[src/design/subtitle_run_length_decoder_macros.svh]
// Assertion macros used by the run emitter of the subtitle run-length decoder.
// Expects i_clk and i_rst_n in the scope of every use.
`ifndef SUBTITLE_RUN_LENGTH_DECODER_MACROS_SVH
`define SUBTITLE_RUN_LENGTH_DECODER_MACROS_SVH

// Consequent checked in the same cycle as the antecedent.
`define SRLD_ASSERT_SAME(label, ante, cons, msg) \
    label: assert property (@(posedge i_clk) disable iff (!i_rst_n) (ante) |-> (cons)) \
        else $error(msg);

// Consequent checked in the cycle after the antecedent.
`define SRLD_ASSERT_NEXT(label, ante, cons, msg) \
    label: assert property (@(posedge i_clk) disable iff (!i_rst_n) (ante) |=> (cons)) \
        else $error(msg);

`endif

[src/design/srld_pkg.sv]
// Package for the subtitle run-length decoder: types, code constants, widths.
// No dependencies; every other design file but the macros header imports it.
`timescale 1ns / 1ps

package srld_pkg;

    localparam int unsigned SRLD_BYTE_W    = 8;
    localparam int unsigned SRLD_POS_W     = 16;
    localparam int unsigned SRLD_LEN_W     = 14;
    localparam int unsigned SRLD_SHORT_W   = 6;
    localparam int unsigned SRLD_CFG_IDX_W = 1;
    localparam int unsigned SRLD_CFG_W     = 16;
    localparam int unsigned SRLD_Q_DEPTH   = 2;
    localparam int unsigned SRLD_Q_PTR_W   = 1;
    localparam int unsigned SRLD_Q_CNT_W   = 2;

    localparam logic [SRLD_POS_W-1:0] SRLD_WIDTH_RESET  = 16'd1920;
    localparam logic [SRLD_POS_W-1:0] SRLD_HEIGHT_RESET = 16'd1080;

    // Top two bits of the second byte of a zero-escaped code.
    localparam logic [1:0] SRLD_TOP_ZERO_SHORT = 2'b00;
    localparam logic [1:0] SRLD_TOP_ZERO_LONG  = 2'b01;
    localparam logic [1:0] SRLD_TOP_COL_SHORT  = 2'b10;
    localparam logic [1:0] SRLD_TOP_COL_LONG   = 2'b11;

    typedef enum logic [SRLD_CFG_IDX_W-1:0] {
        CFG_IMAGE_WIDTH  = 1'b0,
        CFG_IMAGE_HEIGHT = 1'b1
    } t_cfg_idx;

    typedef enum logic [2:0] {
        PH_FIRST     = 3'd0,
        PH_SECOND    = 3'd1,
        PH_ZERO_LOW  = 3'd2,
        PH_SHORT_COL = 3'd3,
        PH_LONG_LOW  = 3'd4,
        PH_LONG_COL  = 3'd5
    } t_phase;

    // One parsed code, handed from the parser to the run emitter.
    typedef struct packed {
        logic [SRLD_POS_W-1:0]  row;
        logic [SRLD_LEN_W-1:0]  len;
        logic [SRLD_BYTE_W-1:0] colour;
        logic                   eol;
        logic                   last;
    } t_cmd;

    // Queue status seen by the parser and the emitter.
    typedef struct packed {
        logic full;
        logic empty;
    } t_q_status;

endpackage

[src/design/srld_in_if.sv]
// Byte channel into the subtitle run-length decoder.
// Depends on srld_pkg for field widths.
`timescale 1ns / 1ps

interface srld_in_if;
    import srld_pkg::*;

    logic                   valid;
    logic                   ready;
    logic [SRLD_BYTE_W-1:0] code_byte;
    logic                   object_end;

    modport source (output valid, output code_byte, output object_end, input ready);
    modport sink   (input valid, input code_byte, input object_end, output ready);
endinterface

[src/design/srld_out_if.sv]
// Run command channel out of the subtitle run-length decoder.
// Depends on srld_pkg for field widths.
`timescale 1ns / 1ps

interface srld_out_if;
    import srld_pkg::*;

    logic                   valid;
    logic                   ready;
    logic [SRLD_POS_W-1:0]  run_row;
    logic [SRLD_POS_W-1:0]  run_start;
    logic [SRLD_LEN_W-1:0]  run_length;
    logic [SRLD_BYTE_W-1:0] run_colour;
    logic                   object_done;

    modport source (output valid, output run_row, output run_start, output run_length,
                    output run_colour, output object_done, input ready);
    modport sink   (input valid, input run_row, input run_start, input run_length,
                    input run_colour, input object_done, output ready);
endinterface

[src/design/srld_cmd_queue.sv]
// Two-entry command queue between the code parser and the run emitter.
// Depends on srld_pkg.
`timescale 1ns / 1ps

module srld_cmd_queue (
    input  logic              i_clk,
    input  logic              i_rst_n,
    input  logic              i_push,
    input  srld_pkg::t_cmd    i_cmd,
    input  logic              i_pop,
    output srld_pkg::t_cmd    o_cmd,
    output srld_pkg::t_q_status o_status
);
    import srld_pkg::*;

    t_cmd                    r_mem [SRLD_Q_DEPTH];
    logic [SRLD_Q_PTR_W-1:0] r_wr_ptr;
    logic [SRLD_Q_PTR_W-1:0] r_rd_ptr;
    logic [SRLD_Q_CNT_W-1:0] r_count;
    logic [SRLD_Q_CNT_W-1:0] n_count;
    logic                    push_ok;
    logic                    pop_ok;

    assign o_status.full  = (r_count == SRLD_Q_CNT_W'(SRLD_Q_DEPTH));
    assign o_status.empty = (r_count == '0);
    assign push_ok        = i_push && !o_status.full;
    assign pop_ok         = i_pop && !o_status.empty;
    assign o_cmd          = r_mem[r_rd_ptr];

    always_comb begin
        n_count = r_count;
        if (push_ok && !pop_ok) begin
            n_count = r_count + 1'b1;
        end else if (pop_ok && !push_ok) begin
            n_count = r_count - 1'b1;
        end
    end

    always_ff @(posedge i_clk) begin
        if (!i_rst_n) begin
            r_wr_ptr <= '0;
            r_rd_ptr <= '0;
            r_count  <= '0;
        end else begin
            r_count <= n_count;
            if (push_ok) begin
                r_wr_ptr <= r_wr_ptr + 1'b1;
            end
            if (pop_ok) begin
                r_rd_ptr <= r_rd_ptr + 1'b1;
            end
        end
    end

    always_ff @(posedge i_clk) begin
        if (push_ok) begin
            r_mem[r_wr_ptr] <= i_cmd;
        end
    end

endmodule

[src/design/srld_front.sv]
// Code parser: takes coded bytes, tracks the code phase and the line, pushes a
// command per complete code or final byte. Depends on srld_pkg, srld_in_if.
`timescale 1ns / 1ps

module srld_front (
    input  logic                            i_clk,
    input  logic                            i_rst_n,
    srld_in_if.sink                         i_byte,
    input  logic [srld_pkg::SRLD_POS_W-1:0] i_image_height,
    input  srld_pkg::t_q_status             i_q_status,
    output logic                            o_push,
    output srld_pkg::t_cmd                  o_cmd
);
    import srld_pkg::*;

    t_phase                  r_phase;
    t_phase                  n_phase;
    logic [SRLD_SHORT_W-1:0] r_prefix;
    logic [SRLD_SHORT_W-1:0] n_prefix;
    logic [SRLD_LEN_W-1:0]   r_held_run;
    logic [SRLD_LEN_W-1:0]   n_held_run;
    logic [SRLD_POS_W-1:0]   r_line;
    logic [SRLD_POS_W-1:0]   n_line;
    logic                    accept;
    logic                    is_run;
    logic                    is_eol;
    logic [SRLD_BYTE_W-1:0]  b;

    assign i_byte.ready = !i_q_status.full;
    assign accept       = i_byte.valid && i_byte.ready;
    assign b            = i_byte.code_byte;

    always_comb begin
        n_phase      = r_phase;
        n_prefix     = r_prefix;
        n_held_run   = r_held_run;
        n_line       = r_line;
        is_run       = 1'b0;
        is_eol       = 1'b0;
        o_cmd.row    = r_line;
        o_cmd.len    = '0;
        o_cmd.colour = '0;
        o_cmd.eol    = 1'b0;
        o_cmd.last   = i_byte.object_end;
        if (accept) begin
            unique case (r_phase)
                PH_FIRST: begin
                    // Ignore codes that start below the last line.
                    if (r_line < i_image_height) begin
                        if (b != '0) begin
                            is_run       = 1'b1;
                            o_cmd.len    = SRLD_LEN_W'(1);
                            o_cmd.colour = b;
                        end else begin
                            n_phase = PH_SECOND;
                        end
                    end
                end
                PH_SECOND: begin
                    n_phase = PH_FIRST;
                    if (b == '0) begin
                        is_eol = 1'b1;
                        n_line = r_line + 1'b1;
                    end else begin
                        unique case (b[7:6])
                            SRLD_TOP_ZERO_LONG: begin
                                n_prefix = b[SRLD_SHORT_W-1:0];
                                n_phase  = PH_ZERO_LOW;
                            end
                            SRLD_TOP_COL_SHORT: begin
                                n_prefix = b[SRLD_SHORT_W-1:0];
                                n_phase  = PH_SHORT_COL;
                            end
                            SRLD_TOP_COL_LONG: begin
                                n_prefix = b[SRLD_SHORT_W-1:0];
                                n_phase  = PH_LONG_LOW;
                            end
                            SRLD_TOP_ZERO_SHORT: begin
                                is_run    = 1'b1;
                                o_cmd.len = SRLD_LEN_W'(b[SRLD_SHORT_W-1:0]);
                            end
                            default: begin
                                n_phase = PH_FIRST;
                            end
                        endcase
                    end
                end
                PH_ZERO_LOW: begin
                    n_phase   = PH_FIRST;
                    is_run    = 1'b1;
                    o_cmd.len = {r_prefix, b};
                end
                PH_SHORT_COL: begin
                    n_phase      = PH_FIRST;
                    is_run       = 1'b1;
                    o_cmd.len    = SRLD_LEN_W'(r_prefix);
                    o_cmd.colour = b;
                end
                PH_LONG_LOW: begin
                    n_held_run = {r_prefix, b};
                    n_phase    = PH_LONG_COL;
                end
                PH_LONG_COL: begin
                    n_phase      = PH_FIRST;
                    is_run       = 1'b1;
                    o_cmd.len    = r_held_run;
                    o_cmd.colour = b;
                end
                default: begin
                    n_phase = PH_FIRST;
                end
            endcase
            // Final byte: drop any partial code and start the next object clean.
            if (i_byte.object_end) begin
                n_phase    = PH_FIRST;
                n_prefix   = '0;
                n_held_run = '0;
                n_line     = '0;
            end
        end
        o_cmd.eol = is_eol;
        o_push    = accept && (is_run || is_eol || i_byte.object_end);
    end

    always_ff @(posedge i_clk) begin
        if (!i_rst_n) begin
            r_phase    <= PH_FIRST;
            r_prefix   <= '0;
            r_held_run <= '0;
            r_line     <= '0;
        end else begin
            r_phase    <= n_phase;
            r_prefix   <= n_prefix;
            r_held_run <= n_held_run;
            r_line     <= n_line;
        end
    end

endmodule

[src/design/srld_back.sv]
// Run emitter: pops commands, tracks the column, clips runs to the width
// and holds each result in an output register. Depends on srld_pkg, srld_out_if.
`timescale 1ns / 1ps
`include "subtitle_run_length_decoder_macros.svh"

module srld_back (
    input  logic                            i_clk,
    input  logic                            i_rst_n,
    input  srld_pkg::t_cmd                  i_cmd,
    input  srld_pkg::t_q_status             i_q_status,
    input  logic [srld_pkg::SRLD_POS_W-1:0] i_image_width,
    output logic                            o_pop,
    srld_out_if.source                      o_run
);
    import srld_pkg::*;

    logic [SRLD_POS_W-1:0]  r_column;
    logic [SRLD_POS_W-1:0]  n_column;
    logic                   r_valid;
    logic                   n_valid;
    logic [SRLD_POS_W-1:0]  r_row;
    logic [SRLD_POS_W-1:0]  r_start;
    logic [SRLD_LEN_W-1:0]  r_length;
    logic [SRLD_BYTE_W-1:0] r_colour;
    logic                   r_done;
    logic [SRLD_POS_W-1:0]  room;
    logic [SRLD_LEN_W-1:0]  clipped;
    logic                   emit;

    assign o_pop = !i_q_status.empty && (!r_valid || o_run.ready);

    // Room left on the line; zero once the column reaches the width.
    assign room    = (r_column < i_image_width) ? (i_image_width - r_column) : '0;
    assign clipped = (SRLD_POS_W'(i_cmd.len) > room) ? room[SRLD_LEN_W-1:0] : i_cmd.len;
    assign emit    = !i_cmd.eol && (clipped != '0);

    always_comb begin
        n_column = r_column;
        n_valid  = r_valid && !o_run.ready;
        if (o_pop) begin
            n_valid = emit || i_cmd.last;
            if (i_cmd.last || i_cmd.eol) begin
                n_column = '0;
            end else if (emit) begin
                n_column = r_column + SRLD_POS_W'(clipped);
            end
        end
    end

    always_ff @(posedge i_clk) begin
        if (!i_rst_n) begin
            r_column <= '0;
            r_valid  <= 1'b0;
        end else begin
            r_column <= n_column;
            r_valid  <= n_valid;
        end
    end

    always_ff @(posedge i_clk) begin
        if (o_pop) begin
            r_done <= i_cmd.last;
            if (emit) begin
                r_row    <= i_cmd.row;
                r_start  <= r_column;
                r_length <= clipped;
                r_colour <= i_cmd.colour;
            end else begin
                r_row    <= '0;
                r_start  <= '0;
                r_length <= '0;
                r_colour <= '0;
            end
        end
    end

    assign o_run.valid       = r_valid;
    assign o_run.run_row     = r_row;
    assign o_run.run_start   = r_start;
    assign o_run.run_length  = r_length;
    assign o_run.run_colour  = r_colour;
    assign o_run.object_done = r_done;

    `SRLD_ASSERT_SAME(a_empty_run_is_done, r_valid && (r_length == '0), r_done, "empty run without done")
    `SRLD_ASSERT_NEXT(a_column_cleared, o_pop && (i_cmd.last || i_cmd.eol), r_column == '0, "column not cleared")
    `SRLD_ASSERT_SAME(a_no_pop_when_stalled, r_valid && !o_run.ready, !o_pop, "pop over a held result")

endmodule

[src/design/subtitle_run_length_decoder.sv]
// Subtitle run-length decoder: takes one coded bitmap byte per item and
// returns clipped run commands; a parser feeds a two-entry command queue that
// feeds a run emitter with an output register. Depends on srld_pkg,
// srld_in_if, srld_out_if, srld_front, srld_cmd_queue, srld_back.
//
// The block takes one byte per clock unless the queue is full: the parser
// classifies a byte in the cycle it is accepted, and the emitter clips one
// command per cycle against the current column unless the output stalls. A
// stalled output holds its result while the queue keeps taking bytes until
// its two entries fill. Codes are the usual set: a nonzero
// byte is a single pixel; 00 00 ends a line; 00 0L, 00 4L LL, 00 8L CC and
// 00 CL LL CC are short or long runs of colour zero or of colour CC. Runs are
// cut at image_width, zero-length runs vanish, codes that start past
// image_height are skipped, and a code cut off by the final byte is dropped.
// The final byte of an object always yields one result with object_done set;
// when it completes no run, row, start, length and colour read zero. The
// consumer clears the bitmap before each object. Write configuration only
// while no bytes are in flight.
`timescale 1ns / 1ps

module subtitle_run_length_decoder (
    input  logic                                i_clk,
    input  logic                                i_rst_n,
    srld_in_if.sink                             i_byte,
    srld_out_if.source                          o_run,
    input  logic                                i_cfg_we,
    input  logic [srld_pkg::SRLD_CFG_IDX_W-1:0] i_cfg_index,
    input  logic [srld_pkg::SRLD_CFG_W-1:0]     i_cfg_data
);
    import srld_pkg::*;

    logic [SRLD_POS_W-1:0] r_image_width;
    logic [SRLD_POS_W-1:0] r_image_height;
    t_cmd                  push_cmd;
    t_cmd                  head_cmd;
    t_q_status             q_status;
    logic                  push;
    logic                  pop;

    // Configuration registers; hold until rewritten.
    always_ff @(posedge i_clk) begin
        if (!i_rst_n) begin
            r_image_width  <= SRLD_WIDTH_RESET;
            r_image_height <= SRLD_HEIGHT_RESET;
        end else if (i_cfg_we) begin
            unique case (t_cfg_idx'(i_cfg_index))
                CFG_IMAGE_WIDTH:  r_image_width  <= i_cfg_data;
                CFG_IMAGE_HEIGHT: r_image_height <= i_cfg_data;
                default: begin
                end
            endcase
        end
    end

    // Parse bytes; advance the line on end-of-line codes.
    srld_front u_front (
        .i_clk          (i_clk),
        .i_rst_n        (i_rst_n),
        .i_byte         (i_byte),
        .i_image_height (r_image_height),
        .i_q_status     (q_status),
        .o_push         (push),
        .o_cmd          (push_cmd)
    );

    // Decouple the parser from output back-pressure.
    srld_cmd_queue u_queue (
        .i_clk    (i_clk),
        .i_rst_n  (i_rst_n),
        .i_push   (push),
        .i_cmd    (push_cmd),
        .i_pop    (pop),
        .o_cmd    (head_cmd),
        .o_status (q_status)
    );

    // Clip against the width and register each result.
    srld_back u_back (
        .i_clk         (i_clk),
        .i_rst_n       (i_rst_n),
        .i_cmd         (head_cmd),
        .i_q_status    (q_status),
        .i_image_width (r_image_width),
        .o_pop         (pop),
        .o_run         (o_run)
    );

endmodule

[src/flat_wrapper.sv]
// flat-port wrapper written by rule: the top's interface ports become plain ports
module subtitle_run_length_decoder_flat import srld_pkg::*;
  (i_clk, i_rst_n, i_cfg_we, i_cfg_index, i_cfg_data, i_byte_valid, i_byte_code_byte, i_byte_object_end, i_byte_ready, o_run_valid, o_run_run_row, o_run_run_start, o_run_run_length, o_run_run_colour, o_run_object_done, o_run_ready);
  srld_in_if i_byte_i ();
  srld_out_if o_run_i ();
  input  logic i_clk;
  input  logic i_rst_n;
  input  logic i_cfg_we;
  input  logic [srld_pkg::SRLD_CFG_IDX_W-1:0] i_cfg_index;
  input  logic [srld_pkg::SRLD_CFG_W-1:0] i_cfg_data;
  input wire logic [$bits(i_byte_i.valid)-1:0] i_byte_valid;
  input wire logic [$bits(i_byte_i.code_byte)-1:0] i_byte_code_byte;
  input wire logic [$bits(i_byte_i.object_end)-1:0] i_byte_object_end;
  output wire logic [$bits(i_byte_i.ready)-1:0] i_byte_ready;
  output wire logic [$bits(o_run_i.valid)-1:0] o_run_valid;
  output wire logic [$bits(o_run_i.run_row)-1:0] o_run_run_row;
  output wire logic [$bits(o_run_i.run_start)-1:0] o_run_run_start;
  output wire logic [$bits(o_run_i.run_length)-1:0] o_run_run_length;
  output wire logic [$bits(o_run_i.run_colour)-1:0] o_run_run_colour;
  output wire logic [$bits(o_run_i.object_done)-1:0] o_run_object_done;
  input wire logic [$bits(o_run_i.ready)-1:0] o_run_ready;
  assign i_byte_i.valid = i_byte_valid;
  assign i_byte_i.code_byte = i_byte_code_byte;
  assign i_byte_i.object_end = i_byte_object_end;
  assign i_byte_ready = i_byte_i.ready;
  assign o_run_valid = o_run_i.valid;
  assign o_run_run_row = o_run_i.run_row;
  assign o_run_run_start = o_run_i.run_start;
  assign o_run_run_length = o_run_i.run_length;
  assign o_run_run_colour = o_run_i.run_colour;
  assign o_run_object_done = o_run_i.object_done;
  assign o_run_i.ready = o_run_ready;
  subtitle_run_length_decoder u_core (.i_clk(i_clk), .i_rst_n(i_rst_n), .i_byte(i_byte_i), .o_run(o_run_i), .i_cfg_we(i_cfg_we), .i_cfg_index(i_cfg_index), .i_cfg_data(i_cfg_data));
endmodule
[config.mk]
export PLATFORM = sky130hd
export DESIGN_NAME = subtitle_run_length_decoder_flat
export DESIGN_NICKNAME = d
export VERILOG_FILES = /design/src/design/srld_pkg.sv /design/src/design/srld_in_if.sv /design/src/design/srld_out_if.sv /design/src/design/srld_cmd_queue.sv /design/src/design/srld_front.sv /design/src/design/srld_back.sv /design/src/design/subtitle_run_length_decoder.sv /design/src/flat_wrapper.sv
export VERILOG_INCLUDE_DIRS = /design/src /design/src/design
export SDC_FILE = /design/constraint.sdc
export NUM_CORES = 1
export LEC_CHECK = 0
export BUFFER_PORTS_ARGS = -buffer_cell sky130_fd_sc_hd__buf_4
export CAP_MARGIN = 20
export CORE_ASPECT_RATIO = 0.6
export CORE_MARGIN = 1.5
export CORE_UTILIZATION = 31
export CTS_CLUSTER_SIZE = 10
export DETAILED_ROUTE_END_ITERATION = 6
export PLACE_DENSITY = 0.47
export REMOVE_ABC_BUFFERS = 1
export SETUP_SLACK_MARGIN = 0.3
export SYNTH_ARGS = -nofsm -noshare
export SYNTH_HDL_FRONTEND = slang
export SYNTH_SLANG_ARGS = --single-unit
[constraint.sdc]
create_clock -name i_clk -period 9.53 [get_ports i_clk]
set_input_delay 0.953 -clock i_clk [delete_from_list [all_inputs] [get_ports i_clk]]
set_output_delay 0.953 -clock i_clk [all_outputs]
set_load 0.02 [all_outputs]
==> results.toml, run 1 <==
[cells_and_area]
drive_gt1_share_pct = 12.72
fill_cells = 3688
mostFrequentLayoutCells = "edfxtp_1, nand2_1, nor2_1"
seqCellArea_um2 = 5917
diodes = 0
multiInputGateArea_um2 = 5190
layout_commonest_cell = "edfxtp_1"
nets = 1284
syn_to_final_growth_pct = 16.32

[outcome]
outcome = "complete, no violations"

[sta]
whs_ns = 0.4677
min_period_ns = 7.896
fmax_ghz = 0.1266
setup_viol = 0
finalMaxSlewViolations = 0
maxSlewHeadroom_pct = 27.64
tightest_slew_ns = 1.076
tns_ns = 0
min_period_over_period_pct = 82.86
hold_viol_final = 0
fin_worst_skew_ns = 0.04058
rsz0062_at_grt = "false"

[routing]
drc_errors = 0
drt-vias-per-instance = 5.006
ant_nets = 0
dr.first_iter.drc_count = 745
finalWirelength_um = 32490
vias = 8405
first_pass_iters = 5
routedWlPerCell_um = 19.35

[critical_path]
cp.arrival_ns = 8.38
path_max_fanout = 22
worst_setup_path_start_kind = "register"
path_class = "reg -> reg"
cp-end-kind = "register"
path_common_cell = "a21o_1"
cp.required_ns = 10.01
crit_slowest_cell = "o21ai_0"
critPathMaxStageDelay_ns = 0.91
reg2reg_slack_ns = 1.63

[logic_synthesis]
avgSynthCellArea_um2 = 10.37
ys_ff_latch = 228
synthArstFlopShare_pct = 0
synthCells = 1111
synth_cell_types = 70
synth-edff-count = 135
yosysSeqAreaShare_pct = 51.36
syn_area_um2 = 11520
synth_ff_type = "edfxtp_1"
yosysWarnings = 0

[global_route]
track_usage_pct = 16.66
antenna_found_initial = 0
grt_pass1_vias = 7731
grt_pass1_wl_um = 48690
overflow = 0
grt_max_degree = 68

[floorplan]
core-area_um2 = 36490
io_pins = 88
die_h_um = 152.3
dieArea_um2 = 38360
start_util_pct = 31.57
die_x_um = 251.8
rows = 54

[clocking]
cts-root-buf = "clkbuf_16"
clkLatencyLatePin_ns = 0.55
cts_tree = "yes"
numCtsBuffers = 27
cts-hold-fix-buffers = 0
clk_pin_slew_worst_paths_ns = 0.07
postCtsSetupBuffers = 0
cts.path.max_buffers = 3
cts-htree-levels = 1
cts_resized = 0
clkSinkCount = 228

[place]
port_buffers = 87
dp_hpwl_um = 23510
gp_congestion = 0.9046

[min_path]
hold_class = "reg -> reg"

[pwr]
p_per_area_nw_per_um2 = 302.6
ir_worst_vdd_uv = 144.3
leakage_nw = 5.341

[run]
max_cap_violations = 0
layer usage:
metal  track usage [%]  vias up  routed length [µm]
li1                  -     4109                   -
met1             27.84     4042               17850
met2             20.89      212               11940
met3             3.707       42                2074
met4             3.422        0                 634
met5                 0        -                   0
sequential cells by signal, indices dropped and copies added (netlist names), named ones only:
| signal | cells |
|---|---|
| u_core.u_front.r_prefix | 6 |
| u_core.u_queue.r_wr_ptr | 1 |
| u_core.r_image_height | 16 |
| u_core.u_front.r_line | 16 |
| u_core.u_back.o_run.run_row | 16 |
| u_core.r_image_width | 16 |
| u_core.u_front.r_held_run | 14 |
| u_core.u_back.o_run.object_done | 1 |
| u_core.u_queue.r_mem | 80 |
| u_core.u_back.o_run.run_colour | 8 |
| u_core.u_back.o_run.run_length | 14 |
| u_core.u_queue.r_rd_ptr | 1 |
| u_core.u_back.r_column | 16 |
| u_core.u_queue.r_count | 2 |
| u_core.u_back.o_run.run_start | 16 |
| u_core.u_front.r_phase | 3 |
| u_core.u_back.o_run.valid | 1 |
power breakdown:
part	total [mW]	internal [mW]	switching, mW	leakage [nW]
logic	1.75	0.623	1.12	2.88
registers	1.38	1.30	0.0770	2.09
clock network	0.931	0.533	0.398	0.368
total	4.05	2.45	1.60	5.34
final timing paths:
kind / from / endpoint / cells after the start
max: u_core.u_back.r_column[0]$_SDFFE_PN0P_ / u_core.u_back.r_column[14]$_SDFFE_PN0P_ / 29
min reg2reg: u_core.r_image_height[6]$_SDFFE_PN0P_ / u_core.r_image_height[6]$_SDFFE_PN0P_ / 2
min: u_core.r_image_height[6]$_SDFFE_PN0P_ / u_core.r_image_height[6]$_SDFFE_PN0P_ / 2
max reg2reg: u_core.u_back.r_column[0]$_SDFFE_PN0P_ / u_core.u_back.r_column[14]$_SDFFE_PN0P_ / 29
synth_stat cells (24+ instances only):
cell | count | area [µm²]
nand3_1 | 35 | 175.2
a22oi_1 | 33 | 247.7
clkbuf_1 | 36 | 135.1
a21oi_1 | 33 | 165.2
dfxtp_1 | 93 | 1862
a21o_1 | 25 | 187.7
xor2_1 | 24 | 210.2
edfxtp_1 | 135 | 4054
a21boi_0 | 28 | 210.2
nor2_1 | 118 | 442.9
nor2b_1 | 41 | 256.5
nand2_1 | 131 | 491.7
mux2i_1 | 53 | 530.5
inv_1 | 57 | 214.0
ha_1 | 66 | 825.8
critical path, delay by kind of cell (launching register included):
kind | cells | cell delay (ns)
buffers and inverters | 1 | 0.06
adders and majority gates | 4 | 1.24
AOI/OAI and AO/OA | 18 | 4.68
DFF | 1 | 0.39
and+or+nand+nor | 6 | 1.45
layout make-up:
cell class / instances / area share [%]
clock buffers: 45 / 5.622
flip-flops and latches: 228 / 44.17
clock inverters: 2 / 0.1027
well taps: 476 / 4.446
multi-input cells: 776 / 38.74
inverters: 57 / 1.597
repair buffers: 95 / 5.324
metrics by stage:
| step | std cells | cell area (µm²) | worst slack [ns] | util, % | total power, mW |
|---|---|---|---|---|---|
| 6_report | 1679 | 13400 | 1.634 | 36.72 | 4.054 |
| 5_1_grt | 1679 | 13400 | 1.309 | 36.72 | 4.288 |
| 4_1_cts | 1678 | 13390 | 1.849 | 36.70 | 4.070 |
| 3_5_place_dp | 1631 | 12620 | 1.905 | 34.60 | 3.120 |
| 3_3_place_gp | 1631 | 12620 | 2.148 | 34.60 | 3.145 |
| 2_1_floorplan | 1061 | 11300 | 2.866 | - | 2.510 |
logic make-up (layout without fill, tap and decap cells):
logic type,after synthesis,after routing,share of synthesized area (%)
xor gates and xnor gates,39,39,2.966
AOI/OAI and AO/OA,210,210,12.93
and+or+nand+nor,398,398,16.11
DFF,228,228,51.36
muxes,61,61,5.388
buffers and inverters,107,199,3.726
adders and majority gates,68,68,7.518
No activity file was read; power rests on OpenSTA's default activity.
==> run 2: changes to the inputs <==
Settings changed: PLACE_DENSITY 0.47 to 0.48.
Clock period 9.53 ns to 7.25 ns, I/O delays scaled along.
==> run 2 against run 1 <==
Compared with the run above:
- clock power increased by 37%
- highest routed layer unchanged
- wire length decreased by 1.7%
- setup slack lost 0.98 ns
- combinational power up 38%
- flip-flop and latch count stayed put
- register-to-register slack got worse by 0.98 ns
- cell count up 1.7%
==> results.toml, run 2 (same netlist as run 1, synthesis figures left out) <==
[routing]
first_pass_iters = 5
ant_nets = 0
drt-vias-per-instance = 4.931
routedWlPerCell_um = 18.71
finalWirelength_um = 31930
vias = 8417
dr.first_iter.drc_count = 573
drc_errors = 0

[clocking]
clkSinkCount = 228
cts_tree = "yes"
cts.path.max_buffers = 3
cts-root-buf = "clkbuf_16"
cts-htree-levels = 1
cts-hold-fix-buffers = 0
numCtsBuffers = 27
clk_pin_slew_worst_paths_ns = 0.06
clkLatencyLatePin_ns = 0.55

[critical_path]
crit_cells = 32
critPathMaxStageDelay_ns = 0.47
crit_family = "compound AO/OA/AOI/OAI gates"
cp.arrival_ns = 7.09
path_max_fanout = 14
critPathBufInv = 4
cp-end-kind = "register"
worst_setup_path_start_kind = "register"
crit_start = "u_core.u_back.r_column[0]$_SDFFE_PN0P_"
path_class = "reg -> reg"
rr_worst_depth = 32
path_common_cell = "a21o_1"
worstReg2RegEnd = "u_core.u_back.r_column[15]$_SDFFE_PN0P_"
cp.required_ns = 7.75
crit_slowest_cell = "fa_1"
r2r-start = "u_core.u_back.r_column[0]$_SDFFE_PN0P_"
reg2reg_slack_ns = 0.65
endpoint = "u_core.u_back.r_column[15]$_SDFFE_PN0P_"

[global_route]
track_usage_pct = 16.47
grt_max_degree = 66
overflow = 0
grt_pass1_vias = 7900
antenna_found_initial = 1
grt_pass1_wl_um = 48470

[floorplan]
die_x_um = 251.8
rows = 54
die_h_um = 152.3
start_util_pct = 31.57
dieArea_um2 = 38360
io_pins = 88
core-area_um2 = 36490

[sta]
tns_ns = 0
fin_worst_skew_ns = 0.03562
rsz0062_at_grt = "false"
fmax_ghz = 0.1516
hold_viol_final = 0
whs_ns = 0.4247
setup_viol = 0
min_period_ns = 6.597
tightest_slew_ns = 0.9136
maxSlewHeadroom_pct = 38.53
min_period_over_period_pct = 90.99
finalMaxSlewViolations = 0

[pwr]
ir_worst_vdd_uv = 170.4
p_per_area_nw_per_um2 = 402.6
leakage_nw = 5.493

[run]
max_cap_violations = 0

[cells_and_area]
seqCellArea_um2 = 5918
layout_commonest_cell = "edfxtp_1"
syn_to_final_growth_pct = 18.80
drive_gt1_share_pct = 15.60
largest-register = "u_core.u_queue.r_mem"
fill_cells = 3676
diodes = 0
largest_register_ffs = 80
mostFrequentLayoutCells = "edfxtp_1, nand2_1, buf_4"
nets = 1309
multiInputGateArea_um2 = 5244
fin_area_um2 = 13680

[min_path]
hold_class = "in -> reg"

[place]
port_buffers = 87
gp_congestion = 0.9330
dpl-instance-area_um2 = 12790
dp_hpwl_um = 23640

[outcome]
outcome = "complete, no violations"
## run 2: cell count changes in the layout (fill, tap and decap cells not counted), sizes merged
cell | before | now
inv | 57 | 58
clkbuf | 45 | 48
clkinv | 2 | 1
buf | 95 | 120
## run 2: how the worst min path moves through the flow
stage	start	slack (ns)	cells after the start	to
global route	i_cfg_data[7]	0.41	3	u_core.r_image_width[7]$_SDFFE_PN1P_
floorplan	u_core.r_image_width[10]$_SDFFE_PN1P_	0.44	2	u_core.r_image_width[10]$_SDFFE_PN1P_
global placement	u_core.r_image_height[2]$_SDFFE_PN0P_	0.45	2	u_core.r_image_height[2]$_SDFFE_PN0P_
finish	i_cfg_data[7]	0.42	3	u_core.r_image_width[7]$_SDFFE_PN1P_
detailed placement	u_core.r_image_height[8]$_SDFFE_PN0P_	0.46	2	u_core.r_image_height[8]$_SDFFE_PN0P_
CTS	i_cfg_data[7]	0.41	3	u_core.r_image_width[7]$_SDFFE_PN1P_
## run 2: final cells by class
class / count / share of cell area (%)
clock buffers: 48 / 5.825
clock inverters: 2 / 0.1006
inverters: 57 / 1.564
multi-input cells: 776 / 38.32
flip-flops and latches: 228 / 43.25
well taps: 476 / 4.353
repair buffers: 120 / 6.584
## run 2: worst register-to-register path: cells and delay by family (launching register included)
family	cells	cell delay, ns
adder cells (fa/ha/maj)	4	1.06
AO/OA/AOI/OAI	16	3.40
flip-flops	1	0.37
buffers and inverters	4	0.48
AND/OR/NAND/NOR	8	1.24
## run 2: through the flow
stage	utilization [%]	total power [mW]	worst slack, ns	instances
finish	37.50	5.509	0.6532	1707
global route	37.50	5.819	0.3298	1707
CTS	37.29	5.503	0.3270	1703
detailed placement	35.05	4.198	0.1407	1653
global placement	35.05	4.222	0.1940	1653
floorplan	-	3.299	0.5864	1061
## run 2: timing repair
item,CTS,global route
setup endpoints to repair,4,7
gates resized for setup,3,16
pin swaps,0,2
setup buffers,0,4
cloned,0,0
## run 2: report_power, final
part	internal (mW)	switching (mW)
registers	1.71	0.102
clock network	0.739	0.538
logic	0.925	1.50
## run 2: layer usage
metal  share of wire (%)  global-route usage (%)  vias up  routed length, µm
met5                   0                       0        -                  0
met4                 1.2                   2.652        0                391
met3                 5.7                   4.031       26               1835
met2                  37                   21.28      188              11970
met1                  56                   27.06     4045              17730
li1                    -                       -     4158                  -
